`src/rtl/i2cms_pkg.sv`:
```
// shared types, codes and sizes for the i2c master transaction sequencer
`timescale 1ns / 1ps
`default_nettype none

package i2cms_pkg;

  // write buffer sizing
  localparam int BufDepth = 16;
  localparam int BufAw    = $clog2(BufDepth);
  localparam int LptrW    = $clog2(BufDepth + 1);

  // sub-address value that means no register phase
  localparam logic [7:0] NoRegister = 8'hFF;
  // position value that marks a sub-address still to send
  localparam logic [5:0] PosSub     = 6'h3F;

  // stream widths
  localparam int InDataW  = 56;
  localparam int OutDataW = 48;

  typedef enum logic [2:0] {
    KindStartRead  = 3'd0,
    KindStartWrite = 3'd1,
    KindLoadByte   = 3'd2,
    KindStatus     = 3'd3,
    KindError      = 3'd4
  } kind_e;

  typedef enum logic [1:0] {
    BusNone      = 2'd0,
    BusStart     = 2'd1,
    BusStop      = 2'd2,
    BusStopReset = 2'd3
  } bus_cond_e;

  typedef enum logic [1:0] {
    CtlKeep    = 2'd0,
    CtlEnable  = 2'd1,
    CtlDisable = 2'd2
  } ctl_e;

  typedef enum logic [1:0] {
    PosKeep  = 2'd0,
    PosClear = 2'd1,
    PosSet   = 2'd2
  } pos_ctl_e;

  typedef enum logic [1:0] {
    SendNone = 2'd0,
    SendAddr = 2'd1,
    SendData = 2'd2
  } send_kind_e;

  // one request as decoded from the slave side
  typedef struct packed {
    kind_e       kind;
    logic [6:0]  device_address;
    logic [7:0]  sub_address;
    logic [4:0]  byte_count;
    logic [7:0]  data_byte;
    logic [4:0]  status_flags;
    logic [2:0]  error_flags;
    logic        stop_pending;
    logic        start_pending;
    logic [7:0]  rx_first;
    logic [7:0]  rx_second;
  } req_t;

  // one result as sent on the master side
  typedef struct packed {
    bus_cond_e   bus_condition;
    ctl_e        ack_control;
    pos_ctl_e    pos_control;
    ctl_e        buffer_irq_control;
    ctl_e        event_irq_control;
    send_kind_e  send_kind;
    logic [7:0]  send_value;
    logic [1:0]  rx_count;
    logic [3:0]  rx_index;
    logic [7:0]  rx_byte_first;
    logic [7:0]  rx_byte_second;
    logic        busy_res;
  } res_t;

  // job and sequencing state
  typedef struct packed {
    logic             job_reads;
    logic [6:0]       target_addr;
    logic [7:0]       register_number;
    logic [4:0]       job_length;
    logic             subaddress_done;
    logic             final_stop_flag;
    logic [5:0]       position;
    logic [LptrW-1:0] load_pointer;
    logic             busy_flag;
    logic             events_enabled;
  } seq_state_t;

  // write buffer store
  typedef struct packed {
    logic             we;
    logic [BufAw-1:0] addr;
    logic [7:0]       data;
  } buf_wr_t;

endpackage

`default_nettype wire

```
`src/rtl/i2cms_step.sv`:
```
// next-state and result decode for one request of the sequencer
`timescale 1ns / 1ps
`default_nettype none

module i2cms_step (
  input  var i2cms_pkg::req_t       req_i,
  input  var i2cms_pkg::seq_state_t st_i,
  input  wire logic [7:0]           buf_rdata_i,
  output var i2cms_pkg::seq_state_t st_o,
  output var i2cms_pkg::res_t       res_o,
  output var i2cms_pkg::buf_wr_t    buf_wr_o
);

  always_comb begin
    i2cms_pkg::seq_state_t ns;
    i2cms_pkg::res_t       r;
    logic [5:0]            len;
    logic                  rd;
    logic                  start_ok;

    ns       = st_i;
    r        = '0;
    buf_wr_o = '0;
    len      = {1'b0, st_i.job_length};
    rd       = st_i.job_reads & st_i.subaddress_done;
    start_ok = (req_i.kind == i2cms_pkg::KindStartRead) ||
               ((req_i.kind == i2cms_pkg::KindStartWrite) &&
                (7'(req_i.byte_count) <= 7'(i2cms_pkg::BufDepth)));

    if (start_ok) begin
      // new job replaces any job in progress
      ns.job_reads       = (req_i.kind == i2cms_pkg::KindStartRead);
      ns.target_addr     = req_i.device_address;
      ns.register_number = req_i.sub_address;
      ns.job_length      = req_i.byte_count;
      ns.busy_flag       = 1'b1;
      if (req_i.kind == i2cms_pkg::KindStartWrite) begin
        ns.load_pointer = '0;
      end
      if (!st_i.events_enabled) begin
        if (!req_i.start_pending) begin
          r.bus_condition = i2cms_pkg::BusStart;
        end
        r.event_irq_control = i2cms_pkg::CtlEnable;
        ns.events_enabled   = 1'b1;
      end
    end else begin
      case (req_i.kind)
        i2cms_pkg::KindLoadByte: begin
          // append payload until the buffer is full
          if (32'(st_i.load_pointer) < i2cms_pkg::BufDepth) begin
            buf_wr_o.we     = 1'b1;
            buf_wr_o.addr   = st_i.load_pointer[i2cms_pkg::BufAw-1:0];
            buf_wr_o.data   = req_i.data_byte;
            ns.load_pointer = st_i.load_pointer + {{(i2cms_pkg::LptrW-1){1'b0}}, 1'b1};
          end
        end
        i2cms_pkg::KindStatus: begin
          // flags in priority order
          if (req_i.status_flags[0]) begin
            r.pos_control = i2cms_pkg::PosClear;
            r.ack_control = i2cms_pkg::CtlEnable;
            r.send_kind   = i2cms_pkg::SendAddr;
            ns.position   = '0;
            if (st_i.job_reads && (st_i.subaddress_done ||
                (st_i.register_number == i2cms_pkg::NoRegister))) begin
              ns.subaddress_done = 1'b1;
              if (len == 6'd2) begin
                r.pos_control = i2cms_pkg::PosSet;
              end
              r.send_value = {st_i.target_addr, 1'b1};
            end else begin
              r.send_value = {st_i.target_addr, 1'b0};
              if (st_i.register_number != i2cms_pkg::NoRegister) begin
                ns.position = i2cms_pkg::PosSub;
              end
            end
          end else if (req_i.status_flags[1]) begin
            if (rd && (len == 6'd1)) begin
              r.ack_control        = i2cms_pkg::CtlDisable;
              r.bus_condition      = i2cms_pkg::BusStop;
              ns.final_stop_flag   = 1'b1;
              r.buffer_irq_control = i2cms_pkg::CtlEnable;
            end else if (rd && (len == 6'd2)) begin
              r.ack_control        = i2cms_pkg::CtlDisable;
              r.buffer_irq_control = i2cms_pkg::CtlDisable;
            end else if (rd && (len == 6'd3)) begin
              r.buffer_irq_control = i2cms_pkg::CtlDisable;
            end else begin
              r.buffer_irq_control = i2cms_pkg::CtlEnable;
            end
          end else if (req_i.status_flags[2]) begin
            ns.final_stop_flag = 1'b1;
            if (rd) begin
              r.rx_count       = 2'd2;
              r.rx_index       = st_i.position[3:0];
              r.rx_byte_first  = req_i.rx_first;
              r.rx_byte_second = req_i.rx_second;
              r.bus_condition  = i2cms_pkg::BusStop;
              if (len > 6'd2) begin
                r.ack_control        = i2cms_pkg::CtlDisable;
                r.buffer_irq_control = i2cms_pkg::CtlEnable;
                ns.position          = st_i.position + 6'd2;
              end else begin
                ns.position = st_i.position + 6'd3;
              end
            end else if (st_i.subaddress_done || !st_i.job_reads) begin
              r.bus_condition = i2cms_pkg::BusStop;
              ns.position     = st_i.position + 6'd1;
            end else begin
              // repeated start for the read phase
              r.bus_condition    = i2cms_pkg::BusStart;
              ns.subaddress_done = 1'b1;
            end
          end else if (req_i.status_flags[3]) begin
            r.rx_count      = 2'd1;
            r.rx_index      = st_i.position[3:0];
            r.rx_byte_first = req_i.rx_first;
            ns.position     = st_i.position + 6'd1;
            if (len == (ns.position + 6'd3)) begin
              r.buffer_irq_control = i2cms_pkg::CtlDisable;
            end
            if (len == ns.position) begin
              ns.position = ns.position + 6'd1;
            end
          end else if (req_i.status_flags[4]) begin
            r.send_kind = i2cms_pkg::SendData;
            if (st_i.position != i2cms_pkg::PosSub) begin
              r.send_value = buf_rdata_i;
              ns.position  = st_i.position + 6'd1;
              if (len == ns.position) begin
                r.buffer_irq_control = i2cms_pkg::CtlDisable;
              end
            end else begin
              ns.position  = '0;
              r.send_value = st_i.register_number;
              if (st_i.job_reads || (len == 6'd0)) begin
                r.buffer_irq_control = i2cms_pkg::CtlDisable;
              end
            end
          end
          // completion check runs on every status request
          if (ns.position == (len + 6'd1)) begin
            ns.subaddress_done = 1'b0;
            if (ns.final_stop_flag) begin
              r.event_irq_control = i2cms_pkg::CtlDisable;
              ns.events_enabled   = 1'b0;
            end
            ns.busy_flag = 1'b0;
          end
        end
        i2cms_pkg::KindError: begin
          if (req_i.error_flags != 3'd0) begin
            r.buffer_irq_control = i2cms_pkg::CtlDisable;
            if (!req_i.error_flags[1] && !req_i.stop_pending) begin
              r.bus_condition = req_i.start_pending ? i2cms_pkg::BusStopReset
                                                    : i2cms_pkg::BusStop;
              r.event_irq_control = i2cms_pkg::CtlDisable;
              ns.events_enabled   = 1'b0;
            end
          end
          ns.busy_flag = 1'b0;
        end
        default: begin
          // oversized write job and unknown kinds change nothing
        end
      endcase
    end

    r.busy_res = ns.busy_flag;
    st_o       = ns;
    res_o      = r;
  end

endmodule

`default_nettype wire

```
`src/rtl/i2c_master_transaction_sequencer.sv`:
```
// top level of the i2c master register read and write sequencer
// Usage: software requests arrive on the slave stream (s_axis_*): tuser carries
// the request kind (start read job, start write job, load write byte, status
// event, error event) and tdata the job fields, peripheral flags and data
// register values. Each request produces exactly one result on the master
// stream (m_axis_*): bus condition, ack/pos/interrupt controls, the byte to
// send (its kind in tuser), up to two received bytes and the busy flag.
// The result is registered: it is valid in the cycle after its request is taken.
// Throughput: one request per cycle while the result is not stalled; the decode
// is a single combinational pass from the job state registers into the result
// register. Stall: the result register holds while m_axis_tready_i is low; a new
// request is still taken in a cycle where the held result is drained.
// Reset: all job state clears, as an idle zero-length write job; the 16-byte
// write buffer has no reset; users must load it before reads (not enforced).
`timescale 1ns / 1ps
`default_nettype none

module i2c_master_transaction_sequencer (
  input  wire logic                               clk_i,
  input  wire logic                               rst_ni,
  input  wire logic                               s_axis_tvalid_i,
  output logic                                    s_axis_tready_o,
  // tdata: device_address[6:0], sub_address[14:7], byte_count[19:15],
  // data_byte[27:20], status_flags[32:28], error_flags[35:33],
  // stop_pending[36], start_pending[37], rx_first[45:38], rx_second[53:46]
  input  wire logic [i2cms_pkg::InDataW-1:0]      s_axis_tdata_i,
  // tuser: kind[2:0]
  input  wire logic [2:0]                         s_axis_tuser_i,
  output logic                                    m_axis_tvalid_o,
  input  wire logic                               m_axis_tready_i,
  // tdata: bus_condition[1:0], ack_control[3:2], pos_control[5:4],
  // buffer_irq_control[7:6], event_irq_control[9:8], send_value[17:10],
  // rx_count[19:18], rx_index[23:20], rx_byte_first[31:24],
  // rx_byte_second[39:32], busy_res[40]
  output logic [i2cms_pkg::OutDataW-1:0]          m_axis_tdata_o,
  // tuser: send_kind[1:0]
  output logic [1:0]                              m_axis_tuser_o
);

  i2cms_pkg::req_t       req;
  i2cms_pkg::seq_state_t st_q, st_d;
  i2cms_pkg::res_t       res_q, res_d;
  i2cms_pkg::buf_wr_t    buf_wr;
  logic                  out_valid_q;
  logic                  req_acc;
  logic [7:0]            buf_rdata;
  logic [7:0]            wbuf_q [i2cms_pkg::BufDepth];

  // unpack the request
  assign req.kind           = i2cms_pkg::kind_e'(s_axis_tuser_i);
  assign req.device_address = s_axis_tdata_i[6:0];
  assign req.sub_address    = s_axis_tdata_i[14:7];
  assign req.byte_count     = s_axis_tdata_i[19:15];
  assign req.data_byte      = s_axis_tdata_i[27:20];
  assign req.status_flags   = s_axis_tdata_i[32:28];
  assign req.error_flags    = s_axis_tdata_i[35:33];
  assign req.stop_pending   = s_axis_tdata_i[36];
  assign req.start_pending  = s_axis_tdata_i[37];
  assign req.rx_first       = s_axis_tdata_i[45:38];
  assign req.rx_second      = s_axis_tdata_i[53:46];

  // take a request whenever the result register is free or draining
  assign s_axis_tready_o = !out_valid_q || m_axis_tready_i;
  assign req_acc         = s_axis_tvalid_i && s_axis_tready_o;

  // write buffer read at the current position, zero beyond the buffer
  assign buf_rdata = ({1'b0, st_q.position} < 7'(i2cms_pkg::BufDepth)) ?
                     wbuf_q[st_q.position[i2cms_pkg::BufAw-1:0]] : 8'h00;

  i2cms_step u_step (
    .req_i       (req),
    .st_i        (st_q),
    .buf_rdata_i (buf_rdata),
    .st_o        (st_d),
    .res_o       (res_d),
    .buf_wr_o    (buf_wr)
  );

  // job state
  always_ff @(posedge clk_i or negedge rst_ni) begin
    if (!rst_ni) begin
      st_q <= '0;
    end else if (req_acc) begin
      st_q <= st_d;
    end
  end

  // write buffer
  always_ff @(posedge clk_i) begin
    if (req_acc && buf_wr.we) begin
      wbuf_q[buf_wr.addr] <= buf_wr.data;
    end
  end

  // result register
  always_ff @(posedge clk_i or negedge rst_ni) begin
    if (!rst_ni) begin
      out_valid_q <= 1'b0;
    end else if (req_acc) begin
      out_valid_q <= 1'b1;
    end else if (m_axis_tready_i) begin
      out_valid_q <= 1'b0;
    end
  end

  always_ff @(posedge clk_i) begin
    if (req_acc) begin
      res_q <= res_d;
    end
  end

  // pack the result
  assign m_axis_tvalid_o = out_valid_q;
  assign m_axis_tuser_o  = res_q.send_kind;
  assign m_axis_tdata_o  = {7'd0, res_q.busy_res, res_q.rx_byte_second,
                            res_q.rx_byte_first, res_q.rx_index, res_q.rx_count,
                            res_q.send_value, res_q.event_irq_control,
                            res_q.buffer_irq_control, res_q.pos_control,
                            res_q.ack_control, res_q.bus_condition};

`ifndef SYNTHESIS
  // load pointer never runs past the buffer
  assert property (@(posedge clk_i) disable iff (!rst_ni)
    32'(st_q.load_pointer) <= i2cms_pkg::BufDepth)
    else $error("load pointer beyond write buffer");

  // a request is never taken over a stalled result
  assert property (@(posedge clk_i) disable iff (!rst_ni)
    (req_acc && out_valid_q) |-> m_axis_tready_i)
    else $error("result overwritten while stalled");

  // an error request always ends the job
  assert property (@(posedge clk_i) disable iff (!rst_ni)
    (req_acc && (req.kind == i2cms_pkg::KindError)) |=>
      (m_axis_tvalid_o && !res_q.busy_res && !st_q.busy_flag))
    else $error("busy after error request");

  // a started read job is busy with events enabled
  assert property (@(posedge clk_i) disable iff (!rst_ni)
    (req_acc && (req.kind == i2cms_pkg::KindStartRead)) |=>
      (st_q.busy_flag && st_q.events_enabled && res_q.busy_res))
    else $error("read job start not registered");
`endif

endmodule

`default_nettype wire

```
`config.mk`:
```
export PLATFORM = sky130hd
export DESIGN_NAME = i2c_master_transaction_sequencer
export DESIGN_NICKNAME = d
export VERILOG_FILES = /design/src/rtl/i2cms_pkg.sv /design/src/rtl/i2cms_step.sv /design/src/rtl/i2c_master_transaction_sequencer.sv
export SDC_FILE = /design/constraint.sdc
export NUM_CORES = 1
export LEC_CHECK = 0
export BUFFER_PORTS_ARGS = -buffer_cell sky130_fd_sc_hd__buf_2
export CAP_MARGIN = 20
export CORE_MARGIN = 2
export CORE_UTILIZATION = 53
export DETAILED_ROUTE_END_ITERATION = 12
export GPL_TIMING_DRIVEN = 0
export PLACE_DENSITY = 0.87
export SLEW_MARGIN = 10
export SYNTH_ARGS = -nofsm -noshare
export SYNTH_HDL_FRONTEND = slang
export SYNTH_SLANG_ARGS = --single-unit
```
`constraint.sdc`:
```
create_clock -name clk_i -period 4 [get_ports clk_i]
set_input_delay 0.8 -clock clk_i [delete_from_list [all_inputs] [get_ports clk_i]]
set_output_delay 0.8 -clock clk_i [all_outputs]
set_load 0.01 [all_outputs]
```
==> Word-level counts from Yosys, hierarchy flattened <==
Memories as Yosys holds them, arrays and structs flattened.
Cells that the tools add are included.
{ "word_totals": {"elab_cells": 199, "n_memories": 1, "ramBits": 128, "input_bits": 63, "reg_bits": 80} }
{ "memory_table": {"columns": ["memory", "depth", "word_bits", "read_ports", "rd_clocked_by_memory_dff", "wr", "line", "rtl"], "rows": [
  ["wbuf_q", 16, 8, 1, 0, 1, "i2c_master_transaction_sequencer.sv:47", "logic [7:0] wbuf_q [i2cms_pkg::BufDepth];"]
]} }
{ "classes": {"n_reduce_logical": 37, "mux": 95, "n_eq_ne": 22, "bitwise": 7, "n_lt_le_gt_ge": 4, "add_sub_neg": 7} }
{ "op_table": {"columns": ["op", "count"], "rows": [
  ["6-bit 2-to-1 mux", 14],
  ["2-bit 2-to-1 mux", 32],
  ["13-bit 2-to-1 mux", 4],
  ["31-bit 2-to-1 mux", 1],
  ["9-bit 2-to-1 mux", 3],
  ["1-bit 2-to-1 mux", 25],
  ["8-bit 2-to-1 mux", 3],
  ["22-bit 2-to-1 mux", 1],
  ["6-bit by 2-bit adder with 6-bit output (second input constant)", 3],
  ["5-bit 2-to-1 mux", 3],
  ["3-bit by 1-bit inequality test with 1-bit output (second input constant)", 5],
  ["14-bit 2-to-1 mux", 1],
  ["6-bit by 1-bit adder with 6-bit output (second input constant)", 2],
  ["5-bit by 6-bit == test with 1-bit output", 2],
  ["4-bit 2-to-1 mux", 3],
  ["6-bit OR reduction", 2],
  ["5-bit by 2-bit == test with 1-bit output (second input constant)", 2],
  ["10-bit 2-to-1 mux", 1],
  ["3-bit nonzero test", 3],
  ["8-bit == test (second input constant)", 1],
  ["1-bit logical AND", 8],
  ["8-bit inequality test (second input constant)", 1],
  ["2-bit case mux with 2 select lines", 2],
  ["4-bit case mux with 2 select lines", 1],
  ["31 further kinds", 49]
]} }

==> Longest topological paths before layout <==
{ "logic_depth": {"ltp_word": 13, "ltp_mapped": 15, "ltp_nobuf": 12} }

==> Hierarchy <==
A second synthesis with hierarchy kept.
{ "hier_totals": {"hier_cells": 785, "hier_area_um2": 10532.6} }
{ "modules_own_cells": {"columns": ["module", "seq_area_each_um2", "cells_each", "area_per_inst_um2", "n_inst"], "rows": [
  ["i2c_master_transaction_sequencer", 6060.8, 369, 7764.9, 1],
  ["i2cms_step", 0.0, 416, 2767.7, 1]
]} }

==> Worst setup path before layout <==
OpenSTA, ideal clock, no wires.
{ "synth_timing": {"path_kind": "register to register", "from": "reg st_q[7] (netlist name)", "to": "reg st_q[1] (netlist name)", "path_slack_ns": 0.259, "period_less_slack_ns": 3.741, "setup_ns": 0.132, "n_path_buf": 3, "stages_incl_launch_ff": 16, "required_time_ns": 3.868, "arrival_time_ns": 3.609, "cell_sequence": "dfrtp_1 > buf_4 > clkbuf_1 > inv_1 > ha_1 > clkbuf_1 > xnor2_1 > nand2_1 > nor4_4 > and4_1 > a41oi_1 > a221oi_2 > xor2_1 > o32a_2 > nor4_1 > nor2_1"} }
{ "synth_between": {"elab_chain_len": 13, "elab_cells_between_ends": 22, "cone_classes": "add/sub (4); eq/ne (3); mux (15)"} }
{ "synth_rtl": {"columns": ["element", "line", "rtl"], "rows": [
  ["from (decl)", "i2c_master_transaction_sequencer.sv:41", "i2cms_pkg::seq_state_t st_q, st_d;"],
  ["from (signal assigned)", "i2c_master_transaction_sequencer.sv:84", "st_q <= st_d;"],
  ["6-bit by 1-bit adder with 6-bit output / 6-bit inequality test (equally long branches)", null, null],
  ["6-bit by 1-bit adder with 6-bit output, or another cell as far along", "i2cms_step.sv:124", "ns.position = ns.position + 6'd1;"],
  ["6-bit 2-to-1 mux (on tied branches)", "i2cms_step.sv:123, i2cms_step.sv:126", null],
  ["6-bit 2-to-1 mux", "i2cms_step.sv:115", "end else if (req_i.status_flags[3]) begin"],
  ["6-bit 2-to-1 mux", "i2cms_step.sv:92", "end else if (req_i.status_flags[2]) begin"],
  ["6-bit 2-to-1 mux *", "i2cms_step.sv:78", "end else if (req_i.status_flags[1]) begin"],
  ["6-bit 2-to-1 mux *", "i2cms_step.sv:60", "if (req_i.status_flags[0]) begin"],
  ["6-bit 2-to-1 mux *", "i2cms_step.sv:48", "case (req_i.kind)"],
  ["6-bit 2-to-1 mux *", "i2cms_step.sv:30", "if (start_ok) begin"],
  ["6-bit == test *", "i2cms_step.sv:143", "if (ns.position == (len + 6'd1)) begin"],
  ["2-bit 2-to-1 mux *", "i2cms_step.sv:143", null],
  ["2-bit case mux with 2 select lines *", "i2cms_step.sv:48", null],
  ["7-bit 2-to-1 mux *", "i2cms_step.sv:30", null]
]} }
Mark *: on every way between the ends. The rest lies on a longest branch, timed or not. The select of a mux whose other input is x is not followed.
A chain may end at the register's enable or synchronous reset.

==> Final worst setup path <==
{ "layout_timing": {"from": "reg st_q[15] (netlist name)", "to": "reg st_q[0] (netlist name)"} }
{ "layout_between": {"elab_chain_len": 11, "elab_cells_between_ends": 23, "cone_classes": "add/sub (1); order compare (1); eq/ne (5); mux (14); reduce/logical (2)"} }
{ "layout_rtl": {"columns": ["element", "line"], "rows": [
  ["5-bit by 2-bit > comparator with 1-bit output / 5-bit by 6-bit == test with 1-bit output (equally long branches)", "i2cms_step.sv:100, i2cms_step.sv:123"],
  ["6-bit 2-to-1 mux (on tied branches)", "i2cms_step.sv:100, i2cms_step.sv:123"],
  ["6-bit 2-to-1 mux (on tied branches)", "i2cms_step.sv:94, i2cms_step.sv:115"],
  ["6-bit 2-to-1 mux", "i2cms_step.sv:92"],
  ["6-bit 2-to-1 mux", "i2cms_step.sv:78"],
  ["6-bit 2-to-1 mux", "i2cms_step.sv:60"],
  ["6-bit 2-to-1 mux", "i2cms_step.sv:48"],
  ["6-bit 2-to-1 mux", "i2cms_step.sv:30"],
  ["6-bit == test", "i2cms_step.sv:143"],
  ["3-bit by 1-bit inequality test with 1-bit output (no source line)", null],
  ["6-bit AND reduction (no source line) *", null]
]} }
Marked as above.

==> flow_metrics.env <==
export IMPL_totalWireLength_um=25700
export IMPL_synthArstFlopShare_pct=17.9
export IMPL_crit_buf_inv=2
export IMPL_placed_cell_area_um2=10700
export IMPL_critPathMaxStageDelay_ps=550
export IMPL_grt_max_degree=38
export IMPL_syn_mean_instance_area_um2=13.2
export IMPL_clk_latency_ps=510
export IMPL_p_per_area_nw_per_um2=520
export IMPL_ys_ff_latch=207
export IMPL_ff_latch_area_um2=6030
export IMPL_final_fill_count=1336
export IMPL_ys_flop_type="edfxtp_1"
export IMPL_synth_commonest_cells="170 x edfxtp_1, 97 x nand2_1, 40 x mux4_2"
export IMPL_synth_top_area_share_pct=52.1
export IMPL_outcome="finished clean"
export IMPL_grt_pass1_wl_um=39500
export IMPL_synth_edf_count=170
export IMPL_hold_viol=0
export IMPL_holdCritPathClass="input port to asynchronous set/reset pin"
export IMPL_yosysUniqueCellTypes=73
export IMPL_drive_above_1_share_pct=24.4
export IMPL_design_area_um2=11400
export IMPL_wl_per_cell_um=22.9
export IMPL_std_cell_rows=49
export IMPL_skew_ps=11.3
export IMPL_worstPathMaxFanout=8
export IMPL_slew_viol_final=0
export IMPL_synth_compound_area_share_pct=9.23
export IMPL_synthXorXnorAreaFrac_pct=2.34
export IMPL_maxCapViolCount=0
export IMPL_diodes=0
export IMPL_dp_hpwl_um=17800
export IMPL_syn_inst=740
export IMPL_fp_coreArea_um2=18000
export IMPL_dr_pass1_iters=6
export IMPL_synth_adder_area_share_pct=1.51
export IMPL_muxShareOfSynthArea_pct=9.41
export IMPL_area_growth_pct=16.4
export IMPL_setup_tns_ps=0
export IMPL_setup_violations_final=0
export IMPL_die_h_um=140
export IMPL_critical_path_startpoint_type="flip-flop"
export IMPL_synth_area_top_cells="edfxtp_1 52%, dfrtp_1 9.5%, mux4_2 9.2%"
export IMPL_num_vias=7072
export IMPL_peakVddDrop_v=0.000420
export IMPL_gp_congestion=0.975
export IMPL_cts_path_max_buffers=3
export IMPL_place_inst=1082
export IMPL_crit_required_ps=4370
export IMPL_syn_area_um2=9800
export IMPL_holdBufCountCts=0
export IMPL_start_util_pct=54.3
export IMPL_drc_errors=0
export IMPL_portBuffers=103
export IMPL_cts_buffers=22
export IMPL_synthSimpleGateAreaFrac_pct=12.7
export IMPL_period_minus_slack_ps=3830
export IMPL_clk_pin_slew_ps=70
export IMPL_rsz0062_at_grt="false"
export IMPL_cts_root_buf="clkbuf_16"
export IMPL_antenna_found_initial=0
export IMPL_synth_largest_area_cell="edfxtp_1"
export IMPL_grt_pass1_vias=6955
export IMPL_min_period_over_period_pct=95.9
export IMPL_yosys_warnings=0
export IMPL_multi_input_area_um2=3520
export IMPL_synth_most_common_cell="edfxtp_1"
export IMPL_arrival_ps=4200
export IMPL_critical_path_class="flip-flop to flip-flop"
export IMPL_crit_chain="inv_1 > ha_1 > nand2b_1 > clkbuf_1 > a41o_1 > a21o_1 > a211oi_1 > nor2_1 > o21a_1 > maj3_1 > o32a_2 > o31ai_2 > o211ai_2"
export IMPL_endpoint_kind="flip-flop"
export IMPL_grt_overflow=0
export IMPL_avgViaCountPerCell=6.29
export IMPL_max_freq_mhz=261
export IMPL_yosysSeqAreaShare_pct=61.6
export IMPL_worst_pin_slew_ps=1200
export IMPL_io_pins=115
export IMPL_grt_usage_pct=26.0
export IMPL_leakagePower_nw=4.29
export IMPL_synth_top_family_by_area="simple AND/OR/NAND/NOR gates"
export IMPL_ant_nets=0
export IMPL_cp_top_family="compound AO/OA/AOI/OAI gates"
export IMPL_htree_num_levels=1
export IMPL_layout_cells_non_filler=1124
export IMPL_cts_sinks=207
export IMPL_critical_path_slowest_cell="dfrtp_1"
export IMPL_cts_tree="done"
export IMPL_drt_iter0_drc=823
export IMPL_relSlewSlack_pct=18.8
export IMPL_nets=953
export IMPL_die_area_um2=19600
export IMPL_die_w_um=140
-- flip-flops by register name, summed over array words and instances, names as in the netlist --
name,flops
wbuf_q,128
m_axis_tdata_o,41
st_q,36
m_axis_tuser_o,1
m_axis_tvalid_o,1
-- final cells by class --
type	count	share of cell area [%]
clock inverter	16	1.03
inverter	18	0.614
clock buffer	24	4.89
multi-input combinational	469	30.8
buffer	51	2.16
timing repair buffer	110	5.08
tap	229	2.51
sequential	207	52.9
-- placed cells by master, fill, tap and decap left out, types with 5 or more instances in the layout --
master	count
mux4_2	40
nor3_1	12
nor2_1	39
buf_2	110
and3_1	7
clkinv_2	5
buf_1	6
clkinv_1	7
inv_1	15
nand2b_1	8
o21ai_0	38
nand2_1	97
nand3_1	18
conb_1	7
nand4_1	7
clkbuf_16	22
dfrtp_1	37
a22oi_1	8
nor2b_1	7
ha_1	10
xor2_1	10
o22ai_1	6
clkbuf_1	31
a21oi_1	22
xnor2_1	9
and2_1	29
buf_4	12
and4_1	5
edfxtp_1	170
o31ai_1	5
-- final timing paths --
check	from	end	slack [ps]	cells past startpoint
setup / recovery	st_q[15]	st_q[0]	170	13
hold / removal	rst_ni	st_q[17]	380	1
setup reg to reg	st_q[15]	st_q[0]	170	13
hold reg to reg	st_q[32]	st_q[32]	480	2
max in group asynchronous	rst_ni	st_q[7]	3070	1
min in group clk_i	s_axis_tdata_i[4]	st_q[32]	480	3
-- report_power, final --
part           total [mW]  switching, mW  internal (mW)
Clock                1.93          0.851           1.08
Sequential           2.51         0.0864           2.43
Combinational        1.49          0.888          0.599
Total                5.93           1.82           4.10
-- worst reg2reg max path, cell delays in order, from the launching register on --
cell and delay [ps]:
dfrtp_1 550, inv_1 150, ha_1 300, nand2b_1 170
clkbuf_1 240, a41o_1 340, a21o_1 190, a211oi_1 450
nor2_1 150, o21a_1 170, maj3_1 350, o32a_2 240
o31ai_2 290, o211ai_2 100
-- cell families (layout without fill, tap and decap cells) --
| kind of cell | after synthesis | after routing |
|---|---|---|
| other cells | 1 | 7 |
| fa+ha+maj | 12 | 12 |
| flops | 207 | 207 |
| compound gates | 133 | 133 |
| xor+xnor | 22 | 22 |
| buf+inv | 70 | 219 |
| mux | 42 | 42 |
| simple gates | 253 | 253 |
-- per-stage QoR --
step | util (%) | power (mW) | hold WS, ps | setup slack [ps]
finish | 63.3 | 5.93 | 384 | 166
global route | 63.3 | 6.12 | 440 | 12.1
CTS | 63.1 | 5.90 | 403 | 18.5
detailed placement | 59.3 | 3.98 | 462 | -847
global placement | 58.9 | 3.94 | 459 | -931
floorplan | - | 3.55 | 446 | 259
-- routing by layer --
layer  GRT usage, %  share of wire [%]  vias up
li1               -                  -     3076
met5              0                  0        -
met3           4.58                8.8       99
met4           10.1                4.5        0
met2           45.0                 50      471
met1           33.0                 37     3426
-- timing repair --
| action | in CTS | in global routing |
|---|---|---|
| endpoints found under the hold margin | 0 | 0 |
| setup endpoints to repair | 5 | 5 |
| pin swaps | 2 | 0 |
| resized for setup | 2 | 6 |
| setup buffers | 3 | 0 |
(Power assumes the default switching activity.)
